`src/design/firfc_pkg.sv`:
```
// ----------------------------------------------------------------------------
// firfc_pkg
// Shared types and constants for the full-convolution FIR filter.
// ----------------------------------------------------------------------------
`default_nettype none

package firfc_pkg;

  localparam int MAX_TAPS_DEFAULT = 32;
  localparam int VALUE_W          = 16;
  localparam int PROD_W           = 2 * VALUE_W;
  localparam int FILT_W           = 38;
  localparam int TIDX_W           = 5;
  localparam int TAPS_W           = 6;

  localparam logic [TAPS_W-1:0] TAPS_RESET = TAPS_W'(32);

  localparam logic MODE_LOAD = 1'b0;
  localparam logic MODE_PUSH = 1'b1;

  typedef struct packed {
    logic                      mode;
    logic [TIDX_W-1:0]         tap_index;
    logic signed [VALUE_W-1:0] value;
    logic                      last_sample;
  } req_t;

  typedef struct packed {
    logic signed [FILT_W-1:0] filtered;
    logic                     last_output;
  } rsp_t;

  typedef struct packed {
    logic clear;
    logic take;
  } mac_ctrl_t;

endpackage

`default_nettype wire

```
`src/design/firfc_mac.sv`:
```
// ----------------------------------------------------------------------------
// firfc_mac
// Shared multiply-accumulate unit that consumes one tap per cycle.
// ----------------------------------------------------------------------------
`default_nettype none

module firfc_mac import firfc_pkg::*; (
  input  wire logic                      clk,
  input  wire logic                      rst,
  input  wire mac_ctrl_t                 ctrl,
  input  wire logic signed [VALUE_W-1:0] coef,
  input  wire logic signed [VALUE_W-1:0] sample,
  output logic signed [FILT_W-1:0]       acc
);

  logic signed [PROD_W-1:0] prod;
  logic                     prod_valid;

  always_ff @(posedge clk) begin
    prod <= coef * sample;
    if (rst) begin
      prod_valid <= 1'b0;
    end else if (ctrl.clear) begin
      prod_valid <= 1'b0;
      acc        <= '0;
    end else begin
      prod_valid <= ctrl.take;
      if (prod_valid) begin
        acc <= acc + FILT_W'(prod);
      end
    end
  end

endmodule

`default_nettype wire

```
`src/design/fir_full_convolution_top.sv`:
```
// ----------------------------------------------------------------------------
// fir_full_convolution_top
// Direct-form FIR filter that produces the full convolution of a signal.
// ----------------------------------------------------------------------------
// Channel  Handshake            Payload      Meaning
// req      req_valid/req_stall  req_t        coefficient load or sample push
// rsp      rsp_valid/rsp_stall  rsp_t        one convolution output
// cfg      cfg_wr_en            cfg_wr_data  filter length
//
// A coefficient load produces no output and leaves the filter ready for more.
// For each output the coefficient and delay lines rotate through the single
// multiply-accumulate unit one tap per cycle, then drain.
// A sample marked last is followed by taps-1 tail outputs, computed the same way.
// Synchronous reset clears the lines and control; the length resets to 32.
// A stalled output holds in its register; the next output waits behind it.
// ----------------------------------------------------------------------------
`default_nettype none

module fir_full_convolution_top import firfc_pkg::*; #(
  parameter int MAX_TAPS = MAX_TAPS_DEFAULT
) (
  input  wire logic              clk,
  input  wire logic              rst,
  input  wire logic              req_valid,
  output logic                   req_stall,
  input  wire req_t              req,
  output logic                   rsp_valid,
  input  wire logic              rsp_stall,
  output rsp_t                   rsp,
  input  wire logic              cfg_wr_en,
  input  wire logic [TAPS_W-1:0] cfg_wr_data
);

  localparam int CNT_W = $clog2(MAX_TAPS + 1);

  typedef enum logic [1:0] {IDLE, RUN, DRAIN, DONE} state_t;

  state_t                    state;
  logic [CNT_W-1:0]          cnt;
  logic [CNT_W-1:0]          tail_left;
  logic                      flush;
  logic [TAPS_W-1:0]         taps_in_use;
  logic signed [VALUE_W-1:0] coef  [MAX_TAPS];
  logic signed [VALUE_W-1:0] dline [MAX_TAPS];

  logic [CNT_W-1:0]          teff;
  logic                      push_acc;
  logic                      load_acc;
  logic                      out_free;
  logic                      more_tail;
  mac_ctrl_t                 mac_ctrl;
  logic signed [FILT_W-1:0]  acc;

  always_comb begin
    if (taps_in_use == '0) begin
      teff = CNT_W'(1);
    end else if (32'(taps_in_use) > MAX_TAPS) begin
      teff = CNT_W'(MAX_TAPS);
    end else begin
      teff = CNT_W'(taps_in_use);
    end
  end

  assign req_stall = (state != IDLE);
  assign push_acc  = (state == IDLE) && req_valid && (req.mode == MODE_PUSH);
  assign load_acc  = (state == IDLE) && req_valid && (req.mode == MODE_LOAD);
  assign out_free  = !rsp_valid || !rsp_stall;
  assign more_tail = (tail_left != '0);

  assign mac_ctrl.clear = push_acc || ((state == DONE) && out_free && more_tail);
  assign mac_ctrl.take  = (state == RUN) && (cnt < teff);

  firfc_mac u_mac (
    .clk    (clk),
    .rst    (rst),
    .ctrl   (mac_ctrl),
    .coef   (coef[0]),
    .sample (dline[0]),
    .acc    (acc)
  );

  always_ff @(posedge clk) begin
    if (rst) begin
      state       <= IDLE;
      cnt         <= '0;
      tail_left   <= '0;
      flush       <= 1'b0;
      taps_in_use <= TAPS_RESET;
      rsp_valid   <= 1'b0;
      for (int i = 0; i < MAX_TAPS; i++) begin
        coef[i]  <= '0;
        dline[i] <= '0;
      end
    end else begin
      if (cfg_wr_en) begin
        taps_in_use <= cfg_wr_data;
      end
      if (rsp_valid && !rsp_stall && (state != DONE)) begin
        rsp_valid <= 1'b0;
      end
      unique case (state)
        IDLE: begin
          if (load_acc) begin
            for (int i = 0; i < MAX_TAPS; i++) begin
              if (32'(req.tap_index) == i) begin
                coef[i] <= req.value;
              end
            end
          end else if (push_acc) begin
            for (int i = 1; i < MAX_TAPS; i++) begin
              dline[i] <= dline[i-1];
            end
            dline[0]  <= req.value;
            flush     <= req.last_sample;
            tail_left <= req.last_sample ? teff - CNT_W'(1) : '0;
            cnt       <= '0;
            state     <= RUN;
          end
        end
        RUN: begin
          for (int i = 0; i < MAX_TAPS - 1; i++) begin
            coef[i]  <= coef[i+1];
            dline[i] <= dline[i+1];
          end
          coef[MAX_TAPS-1]  <= coef[0];
          dline[MAX_TAPS-1] <= dline[0];
          cnt               <= cnt + CNT_W'(1);
          if (cnt == CNT_W'(MAX_TAPS - 1)) begin
            state <= DRAIN;
          end
        end
        DRAIN: begin
          state <= DONE;
        end
        DONE: begin
          if (out_free) begin
            rsp.filtered    <= acc;
            rsp.last_output <= flush && !more_tail;
            rsp_valid       <= 1'b1;
            if (more_tail) begin
              for (int i = 1; i < MAX_TAPS; i++) begin
                dline[i] <= dline[i-1];
              end
              dline[0]  <= '0;
              tail_left <= tail_left - CNT_W'(1);
              cnt       <= '0;
              state     <= RUN;
            end else begin
              if (flush) begin
                for (int i = 0; i < MAX_TAPS; i++) begin
                  dline[i] <= '0;
                end
              end
              flush <= 1'b0;
              state <= IDLE;
            end
          end
        end
        default: begin
          state <= IDLE;
        end
      endcase
    end
  end

endmodule

`default_nettype wire

```
`config.mk`:
```
export PLATFORM = sky130hd
export DESIGN_NAME = fir_full_convolution_top
export DESIGN_NICKNAME = d
export VERILOG_FILES = /design/src/design/firfc_pkg.sv /design/src/design/firfc_mac.sv /design/src/design/fir_full_convolution_top.sv
export SDC_FILE = /design/constraint.sdc
export NUM_CORES = 2
export LEC_CHECK = 0
export ABC_AREA = 1
export CELL_PAD_IN_SITES_DETAIL_PLACEMENT = 0
export CELL_PAD_IN_SITES_GLOBAL_PLACEMENT = 2
export CORE_MARGIN = 5
export CORE_UTILIZATION = 37
export DETAILED_ROUTE_END_ITERATION = 16
export DONT_BUFFER_PORTS = 1
export GPL_ROUTABILITY_DRIVEN = 0
export PLACE_DENSITY_LB_ADDON = 0.1
export SLEW_MARGIN = 20
export SYNTH_ARGS = -nofsm -noshare
export SYNTH_HDL_FRONTEND = slang
export SYNTH_SLANG_ARGS = --single-unit
```
`constraint.sdc`:
```
create_clock -name clk -period 10.5 [get_ports clk]
set_input_delay 2.1 -clock clk [delete_from_list [all_inputs] [get_ports clk]]
set_output_delay 2.1 -clock clk [all_outputs]
set_load 0.02 [all_outputs]
```
==> impl_summary.txt <==
----------------------------------------------------
[Status]
  Result of the run ... complete, no violations

[Floorplanning]
  Die Outline Area ... 176,000 sq um
  I/O Pins ... 75
  Total number of placement rows ... 150
  Area of the core ... 167,000 sq um
  Vertical die dimension ... 420 microns
  Initial core utilization ... 37.2%
  Die X-Extent ... 420 microns

[Route]
  DRT iter0 DRCs ... 3,673
  # DRC ... 0
  Antenna violation net count after detailed routing ... 0
  Sum of routed wire length over all layers ... 172,000 microns
  Number of vias after detailed routing ... approximately 46,000
  Average wire per cell in the routed design ... around 19 microns
  Via density ... 5.07
  First drt pass iteration count ... 5

[Pwr]
  Total power of the final layout ... 23.3 mW
  VDD IR-drop max ... 0.337 mV
  Standby leakage power ... 29.1 nW
  Power per cell area ... between 300 and 400 nW/um^2

[Finish]
  Number of antenna repair diodes ... 0
  Area growth from synthesis to final layout ... 9.26%
  Nets ... 7,131
  Share of post-route cells with drive strength above 1 ... under 10%
  Final instance count without filler cells ... 9,016
  Layout Cell Area excl Fill ... 67,800 sq um
  End-of-flow core utilization ... 40.6%

[Placed design]
  Post-DP Area ... 63,500 sq um
  Half-perimeter wire length after placement ... roughly 110,000 microns
  Count of port buffers added during placement ... 0
  Cells after DPL ... slightly below 9,000
  Place WS ... 3.86 ns

[Setup path]
  Required time of the critical path ... 11.16 ns
  Element type at the critical path start ... flip-flop
  Maximum cell stage delay along the critical path ... slightly below 1 ns
  Category of cells accounting for the largest share of critical-path delay ... adder cells
  Crit path kind ... flip-flop to flip-flop
  Worst-path maximum fanout ... 18
  Slowest-stage cell, CP ... edfxtp_1
  Buffering stage count on the worst path with inverters included ... 4
  Most prevalent standard cell on the critical path ... fa_1
  Crit. End Element ... flip-flop
  Crit path DAT ... between 7 and 8 ns
  Worst-path cell chain ... nand2_1 > inv_1 > fa_1 > fa_1 > fa_1 > fa_1 > fa_1 > inv_1 > fa_1 > inv_1 > ha_1 > nand2_1 > nor2_1 > inv_1 > nor2_1 > nand4_1 > nand3_1 > xor2_1

[Clocking]
  Clock tree from TritonCTS ... built
  Post-CTS Setup Repair Bufs ... 0
  Longest Clk Path Bufs ... 3
  Number of buffers inserted for hold repair after clock tree synthesis ... 0
  Clock transition time at the flip-flop clock pins of the worst setup and hold paths ... 0.06 ns
  CTS root buf ... clkbuf_16
  Total CTS buffers ... around 140
  Insertion delay of the later-clocked pin in the worst-skew pair ... 0.77 ns
  Number of H-tree branching levels ... 4
  # resized after CTS ... 0
  Clock net sink count ... 1,156

[Global routing]
  Wire length of the first global-routing pass ... 270,000 microns
  Overflow left after global routing ... 0
  Initial antenna violation count ... 3
  Pin count of the biggest net entering global routing ... 168
  Tot GR Track Use ... 19.3%
  Via count of the first global-routing pass ... 45,400

[Run]
  # Max-Cap Violations ... 0

[STA]
  Number of endpoints failing setup at the final stage ... 0
  Setup ws final ... 4.01 ns
  Setup tns final ... 0 ns
  Final critical delay including setup and external delays ... ~6.5 ns
  Final count of pins violating max slew ... 0
  Worst hold margin ... roughly 0.45 ns
  Final worst clock skew ... 0.0343 ns
  Post-route clock period utilization ... 61.8%
  Hold Fails Final Rpt ... 0
  Setup repair after global routing missed its margin ... false
  Fmax ... 154 MHz
  Pin slew with the least headroom to its limit ... 1.18 ns
  Max-slew headroom at the worst pin ... roughly a fifth

[Synth]
  Synthesized Nets ... 7,371
  Largest area contributor in the netlist ... edfxtp_1
  Cell count after synthesis ... around 6,900
  Leading post-synthesis cells by cell area ... edfxtp_1, nand2_1, dfxtp_1, fa_1, inv_1
  Mapped cell area ... 62,100 sq um
  Share of the synthesized area in the top cell type ... around two fifths
  Register bit total from synthesis ... approximately 1,200
  Number of warnings issued by yosys ... 0
  Sequential cell area fraction in the yosys report ... 50.9%
  Mean instance size in the synthesized netlist ... 8.94 sq um
  Count of different cell masters after synthesis ... 43

[Hold path]
  Class of the tightest hold or removal check ... flip-flop to flip-flop

----------------------------------------------------
cells in the mapped netlist, drive strengths merged:
library cell,count
or2,18
edfxtp,845
fa,263
xnor2,14
nand4,50
o31ai,34
dfxtp,311
buf,216
nand3b,3
nor2,743
a31oi,37
and2,2
o21bai,12
o21a,9
nor3,212
a21boi,2
mux2i,8
ha,131
a21o,3
inv,794
nor3b,2
nand3,358
a211oi,33
o21ai,355
o211ai,75
a21oi,463
o22ai,3
xor2,29
clkinv,3
clkbuf,215
nand2,1700
final timing paths:
path	to	cells past startpoint	slack (ns)	startpoint
setup / recovery	u_mac.prod[23]$_DFF_P_	18	4.01	dline[0][1]$_DFFE_PP_
setup reg to reg	u_mac.prod[23]$_DFF_P_	18	4.01	dline[0][1]$_DFFE_PP_
hold reg to reg	rsp[5]$_DFFE_PP_	0	0.45	u_mac.acc[4]$_SDFFCE_PP0P_
hold / removal	rsp[5]$_DFFE_PP_	0	0.45	u_mac.acc[4]$_SDFFCE_PP0P_
cell families after synthesis:
group	synth area share (%)
compound gates	9.11
xor+xnor	0.607
fa+ha+maj	11.1
buf+inv	7.90
flops	50.9
mux	0.129
simple gates	20.2
where the power goes:
| part | total (mW) | switching, mW | leakage (nW) | internal (mW) |
|---|---|---|---|---|
| clock | 4.63 | 1.96 | 2.11 | 2.66 |
| combinational | 11.4 | 7.56 | 15.6 | 3.80 |
| sequential | 7.34 | 0.835 | 11.4 | 6.50 |
| total | 23.3 | 10.4 | 29.1 | 13.0 |
layer usage:
metal | global-route usage (%) | part of all wire, % | up-vias
met2 | 29.9 | 45 | 758
met4 | 5.36 | 2.6 | 0
met3 | 2.94 | 4.0 | 222
met1 | 28.1 | 49 | 22500
met5 | 0 | 0 | -
li1 | - | - | 22200
state kept, by name, summed over array words and instances, names as in the netlist, 2 cells and up:
signal	cells
coef	512
dline	512
rsp	39
u_mac.acc	38
u_mac.prod	32
cnt	6
tail_left	6
taps_in_use	6
state	2
final cells by class:
cell class                 instances  area, sq um
clock inverter                    59          538
tap                             2204         2760
fill                           16900        99200
clock buffer                     189         3790
timing repair buffer              52          415
sequential                      1156        31600
inverter                         797         3000
multi-input combinational       4559        25700
layout by cell type (no fill, tap or decap), drive strengths merged, types with 75 or more instances in the layout:
cell    Yosys  layout
o21ai     355     355
o211ai     75      75
edfxtp    845     845
ha        131     131
a21oi     463     463
dfxtp     311     311
nor3      212     212
nand2    1700    1700
nor2      743     743
clkbuf    215     189
inv       794     799
fa        263     263
nand3     358     358
Power figures use the tool's default switching activity.
